[config.mk]
export PLATFORM = sky130hd
export DESIGN_NAME = bsi_div_cell
export DESIGN_NICKNAME = d
export VERILOG_FILES = /design/src/bsi_pkg.sv /design/src/bsi_div_cell.sv
export SDC_FILE = /design/constraint.sdc
export NUM_CORES = 1
export LEC_CHECK = 0
export BUFFER_PORTS_ARGS = -buffer_cell sky130_fd_sc_hd__buf_2
export CAP_MARGIN = 20
export CORE_AREA = 3 3 102 104
export CTS_CLUSTER_DIAMETER = 100
export DETAILED_ROUTE_END_ITERATION = 7
export DIE_AREA = 0 0 105 107
export PLACE_DENSITY = 0.71
export SLEW_MARGIN = 20
export SYNTH_ARGS = -nofsm -noshare
export SYNTH_HDL_FRONTEND = slang
export SYNTH_SLANG_ARGS = --single-unit
export TNS_END_PERCENT = 10
[constraint.sdc]
create_clock -name clk_i -period 0.8 [get_ports clk_i]
set_input_delay 0.04 -clock clk_i [delete_from_list [all_inputs] [get_ports clk_i]]
set_output_delay 0.04 -clock clk_i [all_outputs]
set_load 0.05 [all_outputs]
[src/bsi_pkg.sv]
// Package for the broadcast source index unit.
// Holds the sizes, register codes, pipeline word types and the dimension size helpers.
// No dependencies.
`default_nettype none
package bsi_pkg;

  localparam int MaxDims = 4;
  localparam int DimBits = 16;
  localparam int IdxW    = 32;
  localparam int ShapeW  = 64;
  localparam int MaskW   = 4;
  localparam int NumOps  = 3;
  localparam int CntW    = 3;
  localparam int CfgIdxW = 3;

  // Configuration register indexes.
  localparam logic [CfgIdxW-1:0] CFG_DIM_COUNT   = 3'd0;
  localparam logic [CfgIdxW-1:0] CFG_OUT_SHAPE   = 3'd1;
  localparam logic [CfgIdxW-1:0] CFG_START_MASK  = 3'd2;
  localparam logic [CfgIdxW-1:0] CFG_END_MASK    = 3'd3;
  localparam logic [CfgIdxW-1:0] CFG_WEIGHT_MASK = 3'd4;

  // Word travelling along the divider cells.
  typedef struct packed {
    logic                            valid;
    logic [IdxW-1:0]                 w;
    logic [DimBits-1:0]              r;
    logic [MaxDims-1:0][DimBits-1:0] coord;
  } div_t;

  // Word travelling along the accumulator cells.
  typedef struct packed {
    logic                            valid;
    logic [IdxW-1:0]                 w;
    logic [MaxDims-1:0][DimBits-1:0] coord;
    logic [NumOps-1:0][IdxW-1:0]     idx;
    logic [NumOps-1:0][IdxW-1:0]     stride;
  } acc_t;

  // Dimensions in use: zero reads as one, large values clip to the maximum.
  function automatic logic [CntW:0] used_dims(input logic [CntW-1:0] dc);
    logic [CntW:0] n;
    n = {1'b0, dc};
    if (n == '0) n = (CntW+1)'(1);
    if (n > (CntW+1)'(MaxDims)) n = (CntW+1)'(MaxDims);
    return n;
  endfunction

  // Size of dimension k; zero or a lane past the register reads as one.
  function automatic logic [DimBits-1:0] dim_size(input logic [ShapeW-1:0] shape,
                                                   input int k);
    logic [ShapeW-1:0]  sh;
    logic [DimBits-1:0] lane;
    sh   = '0;
    lane = DimBits'(1);
    if (k * DimBits < ShapeW) begin
      sh   = shape >> (k * DimBits);
      lane = sh[DimBits-1:0];
      if (lane == '0) lane = DimBits'(1);
    end
    return lane;
  endfunction

endpackage
`default_nettype wire

[src/bsi_div_cell.sv]
// One restoring division step: brings in one dividend bit and yields one quotient bit.
// Depends on bsi_pkg.
`default_nettype none
module bsi_div_cell (
  input  wire logic                        clk_i,
  input  wire logic                        rst_ni,
  input  wire bsi_pkg::div_t               in_i,
  input  wire logic [bsi_pkg::DimBits-1:0] divisor_i,
  output bsi_pkg::div_t                    out_o
);

  bsi_pkg::div_t               d;
  logic [bsi_pkg::DimBits:0]   t;
  logic                        ge;
  logic                        valid_q;
  bsi_pkg::div_t               data_q;

  // Shift the top dividend bit into the remainder and subtract where it fits.
  always_comb begin
    d  = in_i;
    t  = {in_i.r, in_i.w[bsi_pkg::IdxW-1]};
    ge = (t >= {1'b0, divisor_i});
    d.r = ge ? bsi_pkg::DimBits'(t - {1'b0, divisor_i}) : t[bsi_pkg::DimBits-1:0];
    d.w = {in_i.w[bsi_pkg::IdxW-2:0], ge};
  end

  always_ff @(posedge clk_i or negedge rst_ni) begin
    if (!rst_ni) begin
      valid_q <= 1'b0;
    end else begin
      valid_q <= in_i.valid;
    end
  end

  always_ff @(posedge clk_i) begin
    data_q <= d;
  end

  always_comb begin
    out_o       = data_q;
    out_o.valid = valid_q;
  end

endmodule
`default_nettype wire

Word-level counts from Yosys, hierarchy flattened
Cells that the tools add are included.
Word-level totals
  bits in registers: 113
  bits of input ports: 131
  output and inout bits: 113
  logic and storage cells: 10
Operators by class
  add/sub/neg operators: 1
  magnitude comparators: 1
  multiplexer cells: 1
Operators with widths (number)
  $ge A17 B16 Y1: 1
  $mux W16: 1
  $sub A16 B16 Y16: 1

Logic depth before layout (Yosys ltp)
Gate-level depths: netlist of the first run.
  depth after elaboration: 2
  mapped depth: 10
  gate-level depth less buffers: 9

Worst setup path before layout of the first run
Ideal clock, no wire load.
  kind: input to register
  start point: input port divisor_i[4] (netlist name)
  end point: register data_q (netlist bit out_o[72])
  path slack: -1.249 ns
  data arrival time: 1.928 ns
  stages on the path: 9
  setup time: 0.121 ns
  required time: 0.679 ns
  buffers on the path: 1
  path through: inv_1 ha_1 a211oi_1 o211ai_1 o21ai_2 o211ai_2 a31oi_4 buf_6 mux2_4
RTL lines
  start: declaration: line bsi_div_cell.sv:8  | input wire logic [bsi_pkg::DimBits-1:0] divisor_i,
  end signal: assignment: line bsi_div_cell.sv:36  | data_q <= d;
  end: declaration: line bsi_div_cell.sv:16  | bsi_pkg::div_t data_q;

==> qor.csv, run 1 <==
stage;metric;value;unit
cells_and_area;fin_cells;845;
sta;period_share;2.06;
route;num_vias;4521;
pwr;p_total;21.2;mW
die;die_x;105;um
synth;ys_seq_area_frac;0.663;
cells_and_area;fin_util;0.899;
global_routing;grt_max_degree;17;
pwr;worst_ir_drop_vdd;2.01;mV
place;gp_congestion;0.846;
synth;synth-async-reset-ratio;0.00885;
cells_and_area;layout.nets;846;
die;rows;36;
sta;fmax;0.606;GHz
cells_and_area;drive_gt1_frac;0.705;
die;io_pins;244;
worst_hold_path;hold_path_depth;3;
critical_path;critPathArrivalTime;2.04;ns
critical_path;worst-path-buf-inv;2;
synth;synth-main-ff-cell;dfxtp_1;
synth;synthMostInstantiatedCell;dfxtp_1;
worst_hold_path;min-delay-start;in_i[111];
synth;yosysTopAreaCellShare;0.656;
route;wire_per_inst;28.9;um
outcome;status;finished, violations left;
route;drc;0;
pwr;seqPwrFrac;0.308;
critical_path;max_stage_delay;0.33;ns
sta;fin_setup_tns;-40.20;ns
critical_path;path_cells;buf_2 > ha_1 > buf_4 > a21oi_1 > o21ai_1 > a21o_1 > a21oi_1 > o21ai_0 > o31a_1;
synth;ys_top_cells_by_area;dfxtp_1 66%, ha_1 5.9%, mux2_4 2.6%, inv_1 2.4%, mux2_2 2.3%;
outcome;violations;negative hold slack, negative setup slack;
sta;finalHoldViolCount;1;
cells_and_area;area_growth_syn_to_layout;153;%
synth;synthDistinctLibCells;40;
die;start_util;0.355;
sta;hold_slack;-0.198;ns
clock_network;cts_sinks;113;
route;firstDrtPassIters;5;
route;routed_wl;24.4;mm
sta;tightest_slew;0.455;ns
critical_path;critPathTopFamily;compound AO/OA/AOI/OAI gates;
critical_path;crit_required;1.19;ns
route;via_per_inst;5.35;
pwr;switching_share;0.307;
route;drtIter0Drc;473;
critical_path;path_class;input port to flop;
global_routing;grt.overflow.total;0;
synth;synth_edf_count;0;
global_routing;grt_pass1_wl;28.4;mm
flow_run;max-cap-violations;0;
synth;ys_seq_elements;113;
clock_network;cts.clk_slew.worst_paths;0.06;ns
pwr;p_switching;6.50;mW
pwr;p_leak;4.01;nW
clock_network;htree_levels;4;
synth;synth_top_cells_by_count;112 x dfxtp_1, 22 x inv_1, 16 x ha_1;
synth;syn_area_per_cell;12.7;um^2
pwr;p_clk_frac;0.417;
clock_network;clk_path_buf_depth;2;
sta;min_period;1.65;ns
clock_network;cts-buffers-inserted;17;
critical_path;cp_max_fo;3;
place;io_buffer_count;243;
synth;syn-instance-count;269;
synth;yosys_warnings;0;
global_routing;grt_util_all_layers;0.346;
clock_network;postCtsHoldBufs;112;
synth;syn_area;0.00342;mm^2
synth;syn_nets;417;
place;dp_hpwl;9.53;mm
route;ant_nets;0;
synth;yosysTopAreaCell;dfxtp_1;
clock_network;cts_tree;built;
pwr;p_int;14.7;mW
global_routing;grt_pass1_vias;4284;
worst_hold_path;hold_class;input port to flop;
critical_path;path_common_cell;a21oi_1;
pwr;power.density;2450;mW/mm^2
critical_path;critPathLaunch;in_i[70];
die;dieArea;0.0112;mm^2
critical_path;cp-end-kind;flop;
place;placedCellCount;691;
sta;rsz0062_at_grt;true;
sta;setup_violations;130;
clock_network;root_buffer;clkbuf_8;
global_routing;antenna_found_initial;2;
pwr;comb_power_share;0.274;
sta;maxSlewHeadroom;0.695;
critical_path;critPathLaunchType;input port;
sta;slew_violations;0;
die;die_y;107;um
sta;fin_ws;-0.850;ns
critical_path;crit_slowest_cell;ha_1;
worst_hold_path;hold-path-endpoint;out_o[64]$_DFF_P_;
die;core_area;0.00964;mm^2
-- per-stage QoR --
stage | worst slack (ns) | hold WS (ns) | instance area, um^2
2_1_floorplan | -1.10 | -0.256 | 3560
3_3_place_gp | -1.30 | -0.185 | 5300
3_5_place_dp | -1.32 | -0.181 | 5300
4_1_cts | -0.606 | -0.205 | 8430
5_1_grt | -0.878 | -0.224 | 8670
6_report | -0.850 | -0.198 | 8670
-- worst max path at each step --
stage	cells after the start	to	slack [ns]
floorplan	9	out_o[72]$_DFF_P_	-1.10
global placement	11	out_o[78]$_DFF_P_	-1.30
detailed placement	11	out_o[78]$_DFF_P_	-1.32
CTS	9	out_o[74]$_DFF_P_	-0.61
global route	10	out_o[75]$_DFF_P_	-0.88
finish	9	out_o[76]$_DFF_P_	-0.85
-- layout make-up --
| cell class | count | area [um^2] |
|---|---|---|
| antenna | 3 | 7.51 |
| clock buffer | 20 | 445 |
| clock inverter | 10 | 206 |
| fill | 340 | 973 |
| inverter | 22 | 100 |
| multi-input combinational | 129 | 1330 |
| sequential | 113 | 2410 |
| tap | 133 | 166 |
| timing repair buffer | 415 | 4010 |
-- cell families (layout without fill, tap and decap cells) --
kind of cell | Yosys count | after routing | synth area share
buffers and inverters | 27 | 467 | 0.0355
muxes | 15 | 15 | 0.0553
xor gates and xnor gates | 9 | 9 | 0.0231
adders and majority gates | 17 | 17 | 0.0644
other | 0 | 3 | 0
AOI/OAI and AO/OA | 55 | 55 | 0.111
and+or+nand+nor | 33 | 33 | 0.0483
DFF | 113 | 113 | 0.663
-- state kept, by name, indices dropped and copies added (netlist names) --
| name | count |
|---|---|
| out_o | 112 |
| valid_q | 1 |
-- power by group through the flow --
stage               clock network [mW]  registers (mW)  logic (mW)
global placement                     0            6.28        3.70
detailed placement                   0            6.29        3.74
floorplan                            0            7.82       0.953
finish                            8.84            6.53        5.82
CTS                               8.40            6.43        5.14
global route                      9.04            6.54        5.89
-- per-layer routing --
metal	part of all wire	GRT usage	vias up
li1	-	-	1775
met2	0.47	0.582	423
met3	0.095	0.106	132
met1	0.37	0.406	2191
met4	0.069	0.152	0
met5	0	0	-
-- repair_timing --
action / 4_1_cts / 5_1_grt
setup endpoints to repair: 130 / 130
gates resized for setup: 458 / 52
pin swaps: 13 / 6
endpoints found under the hold margin: 113 / 1
setup buffers: 5 / 4
-- tightest hold or removal path, cell delays in order --
cell and delay (ns):
buf_6 0.10, inv_4 0.05, mux2i_1 0.07
-- cell usage in the layout, fill, tap and decap left out, types with 4 or more instances in the layout --
master         Yosys  final
buf_2              0    119
dlygate4sd3_1      0    112
dfxtp_2            0    112
buf_8              0    108
buf_4              3     55
buf_6              1     19
clkbuf_16          0     16
mux2_4             6     13
ha_4               0     12
inv_1             22     11
nor2_1            12     11
a21oi_1           14     10
inv_2              0      8
nand2_1            8      8
o21ai_0           12      8
a21o_1             7      7
xnor2_1            6      6
bufinv_16          0      6
ha_1              16      4
Note: power is estimated with default switching activity, not from simulation.
==> inputs of run 2 (changes only) <==
- BUFFER_PORTS_ARGS: -buffer_cell sky130_fd_sc_hd__buf_2 -> unset
- CORE_AREA: 3 3 102 104 -> 3 3 94 96
- DIE_AREA: 0 0 105 107 -> 0 0 97 99
- DONT_BUFFER_PORTS: unset -> 1
- PLACE_DENSITY: 0.71 -> 0.55
==> qor.csv, run 2 <==
stage;metric;value;unit;change
place;io_buffer_count;0;;was 243
outcome;firstError;[ERROR GRT-0232] Routing congestion too high. Check the congestion heatmap in the GUI.;;
clock_network;clk_path_buf_depth;2;;unchanged
die;die_y;99;um;was 107 um
global_routing;grt_util_all_layers;0.846;;
synth;syn_area;0.00342;mm^2;unchanged
clock_network;htree_levels;4;;unchanged
die;start_util;0.420;;was 0.355
clock_network;cts_sinks;113;;unchanged
die;die_x;97;um;was 105 um
sta;endpoint_type;register data pin;;
clock_network;cts-buffers-inserted;17;;unchanged
global_routing;grt.overflow.total;235;;
synth;synth_edf_count;0;;unchanged
outcome;haltStage;global routing;;
synth;synth-main-ff-cell;dfxtp_1;;unchanged
place;dp_slack;-1.21;ns;was -1.32 ns
die;rows;33;;was 36
synth;yosysTopAreaCellShare;0.656;;unchanged
global_routing;grt_max_degree;17;;
outcome;status;did not finish;;was finished, violations left
sta;worstEndpointGrtRepair;out_o[78]$_DFF_P_/D;;
synth;ys_seq_elements;113;;unchanged
synth;synth-async-reset-ratio;0.00885;;unchanged
synth;syn-instance-count;269;;unchanged
synth;yosysTopAreaCell;dfxtp_1;;unchanged
synth;synth_top_cells_by_count;112 x dfxtp_1, 22 x inv_1, 16 x ha_1;;unchanged
die;io_pins;244;;unchanged
synth;yosys_warnings;0;;unchanged
synth;ys_seq_area_frac;0.663;;unchanged
synth;synthDistinctLibCells;40;;unchanged
place;place_area;0.00512;mm^2;was 0.00530 mm^2
synth;synthMostInstantiatedCell;dfxtp_1;;unchanged
place;gp_congestion;0.836;;was 0.846
place;placedCellCount;536;;was 691
global_routing;antenna_found_initial;8;;
place;dp_hpwl;8.61;mm;was 9.53 mm
synth;syn_area_per_cell;12.7;um^2;unchanged
synth;ys_top_cells_by_area;dfxtp_1 66%, ha_1 5.9%, mux2_4 2.6%, inv_1 2.4%, mux2_2 2.3%;;unchanged
synth;syn_nets;417;;unchanged
clock_network;root_buffer;clkbuf_8;;unchanged
==> run 2: cell counts after synthesis <==
No cell type changed its count.
==> run 2: kinds of logic after synthesis <==
kind of cell	share of synthesized area
AO/OA/AOI/OAI	0.111
XOR/XNOR	0.0231
adder cells (fa/ha/maj)	0.0644
buffers and inverters	0.0355
flip-flops	0.663
multiplexers	0.0553
AND/OR/NAND/NOR	0.0483
==> run 2: timing repair <==
item                                    4_1_cts
pin swaps                                     7
setup buffers                                 3
hold endpoints to repair                    113
gates resized for setup                     310
hold buffers                                114
endpoints found under the setup margin      130
==> run 2: metrics by stage <==
| stage | util | hold WS [ns] |
|---|---|---|
| floorplan | - | -0.256 |
| global placement | 0.629 | -0.256 |
| detailed placement | 0.629 | -0.256 |
| CTS | 0.956 | -0.211 |
==> run 2: per-layer routing <==
metal | track usage | GRT overflow
met1 | 0.783 | 0
met2 | 1.03 | 152
met3 | 0.727 | 1
met4 | 0.948 | 82
met5 | 0.169 | 0
==> inputs of run 3 (changes only) <==
- CORE_AREA: 3 3 94 96 -> 3 3 102 104
- CTS_CLUSTER_DIAMETER: 100 -> unset
- DIE_AREA: 0 0 97 99 -> 0 0 105 107
- PLACE_DENSITY: 0.55 -> unset
- PLACE_DENSITY_LB_ADDON: unset -> 0.15
- clock period: 0.8 -> 1 ns (I/O delays scaled with it)
==> qor.csv, run 3 <==
stage;metric;value;unit;change
place;gp_congestion;0.781;;was 0.836
synth;syn_nets;417;;unchanged
synth;yosys_warnings;0;;unchanged
place;io_buffer_count;0;;unchanged
synth;synthMostInstantiatedCell;dfxtp_1;;unchanged
synth;ys_seq_area_frac;0.663;;unchanged
outcome;status;did not finish;;unchanged
synth;synth-async-reset-ratio;0.00885;;unchanged
die;die_x;105;um;was 97 um
clock_network;post_cts_resized;302;;was 310
synth;ys_seq_elements;113;;unchanged
synth;syn_area_per_cell;12.7;um^2;unchanged
synth;synth_top_cells_by_count;112 x dfxtp_1, 22 x inv_1, 16 x ha_1;;unchanged
die;start_util;0.355;;was 0.420
synth;syn-instance-count;269;;unchanged
clock_network;postCtsHoldBufs;109;;was 114
clock_network;clk_path_buf_depth;2;;unchanged
synth;ys_top_cells_by_area;dfxtp_1 66%, ha_1 5.9%, mux2_4 2.6%, inv_1 2.4%, mux2_2 2.3%;;unchanged
place;dp_hpwl;7.53;mm;was 8.61 mm
outcome;haltStage;clock tree synthesis;;was global routing
synth;yosysTopAreaCellShare;0.656;;unchanged
synth;synth_edf_count;0;;unchanged
clock_network;cts_sinks;113;;unchanged
outcome;firstError;[ERROR RSZ-0060] Max buffer count reached.;;was [ERROR GRT-0232] Routing congestion too high. Check the congestion heatmap in the GUI.
synth;yosysTopAreaCell;dfxtp_1;;unchanged
clock_network;cts_setup_buffers;4;;was 3
synth;syn_area;0.00342;mm^2;unchanged
die;rows;36;;was 33
die;io_pins;244;;unchanged
clock_network;cts-buffers-inserted;17;;unchanged
synth;synthDistinctLibCells;40;;unchanged
clock_network;htree_levels;4;;unchanged
clock_network;root_buffer;clkbuf_8;;unchanged
die;die_y;107;um;was 99 um
synth;synth-main-ff-cell;dfxtp_1;;unchanged
place;dp_slack;-1.06;ns;was -1.21 ns
-- run 3: through the flow --
| step | hold WS, ns | setup TNS [ns] | area, um^2 | cells |
|---|---|---|---|---|
| detailed placement | -0.246 | -15.86 | 4490 | 506 |
| floorplan | -0.246 | -13.79 | 3560 | 269 |
| global placement | -0.246 | -15.35 | 4490 | 506 |
-- run 3: logic make-up after synthesis --
family / synth area share
DFF: 0.663
AOI/OAI and AO/OA: 0.111
and+or+nand+nor: 0.0483
xor gates and xnor gates: 0.0231
adders and majority gates: 0.0644
muxes: 0.0553
buffers and inverters: 0.0355
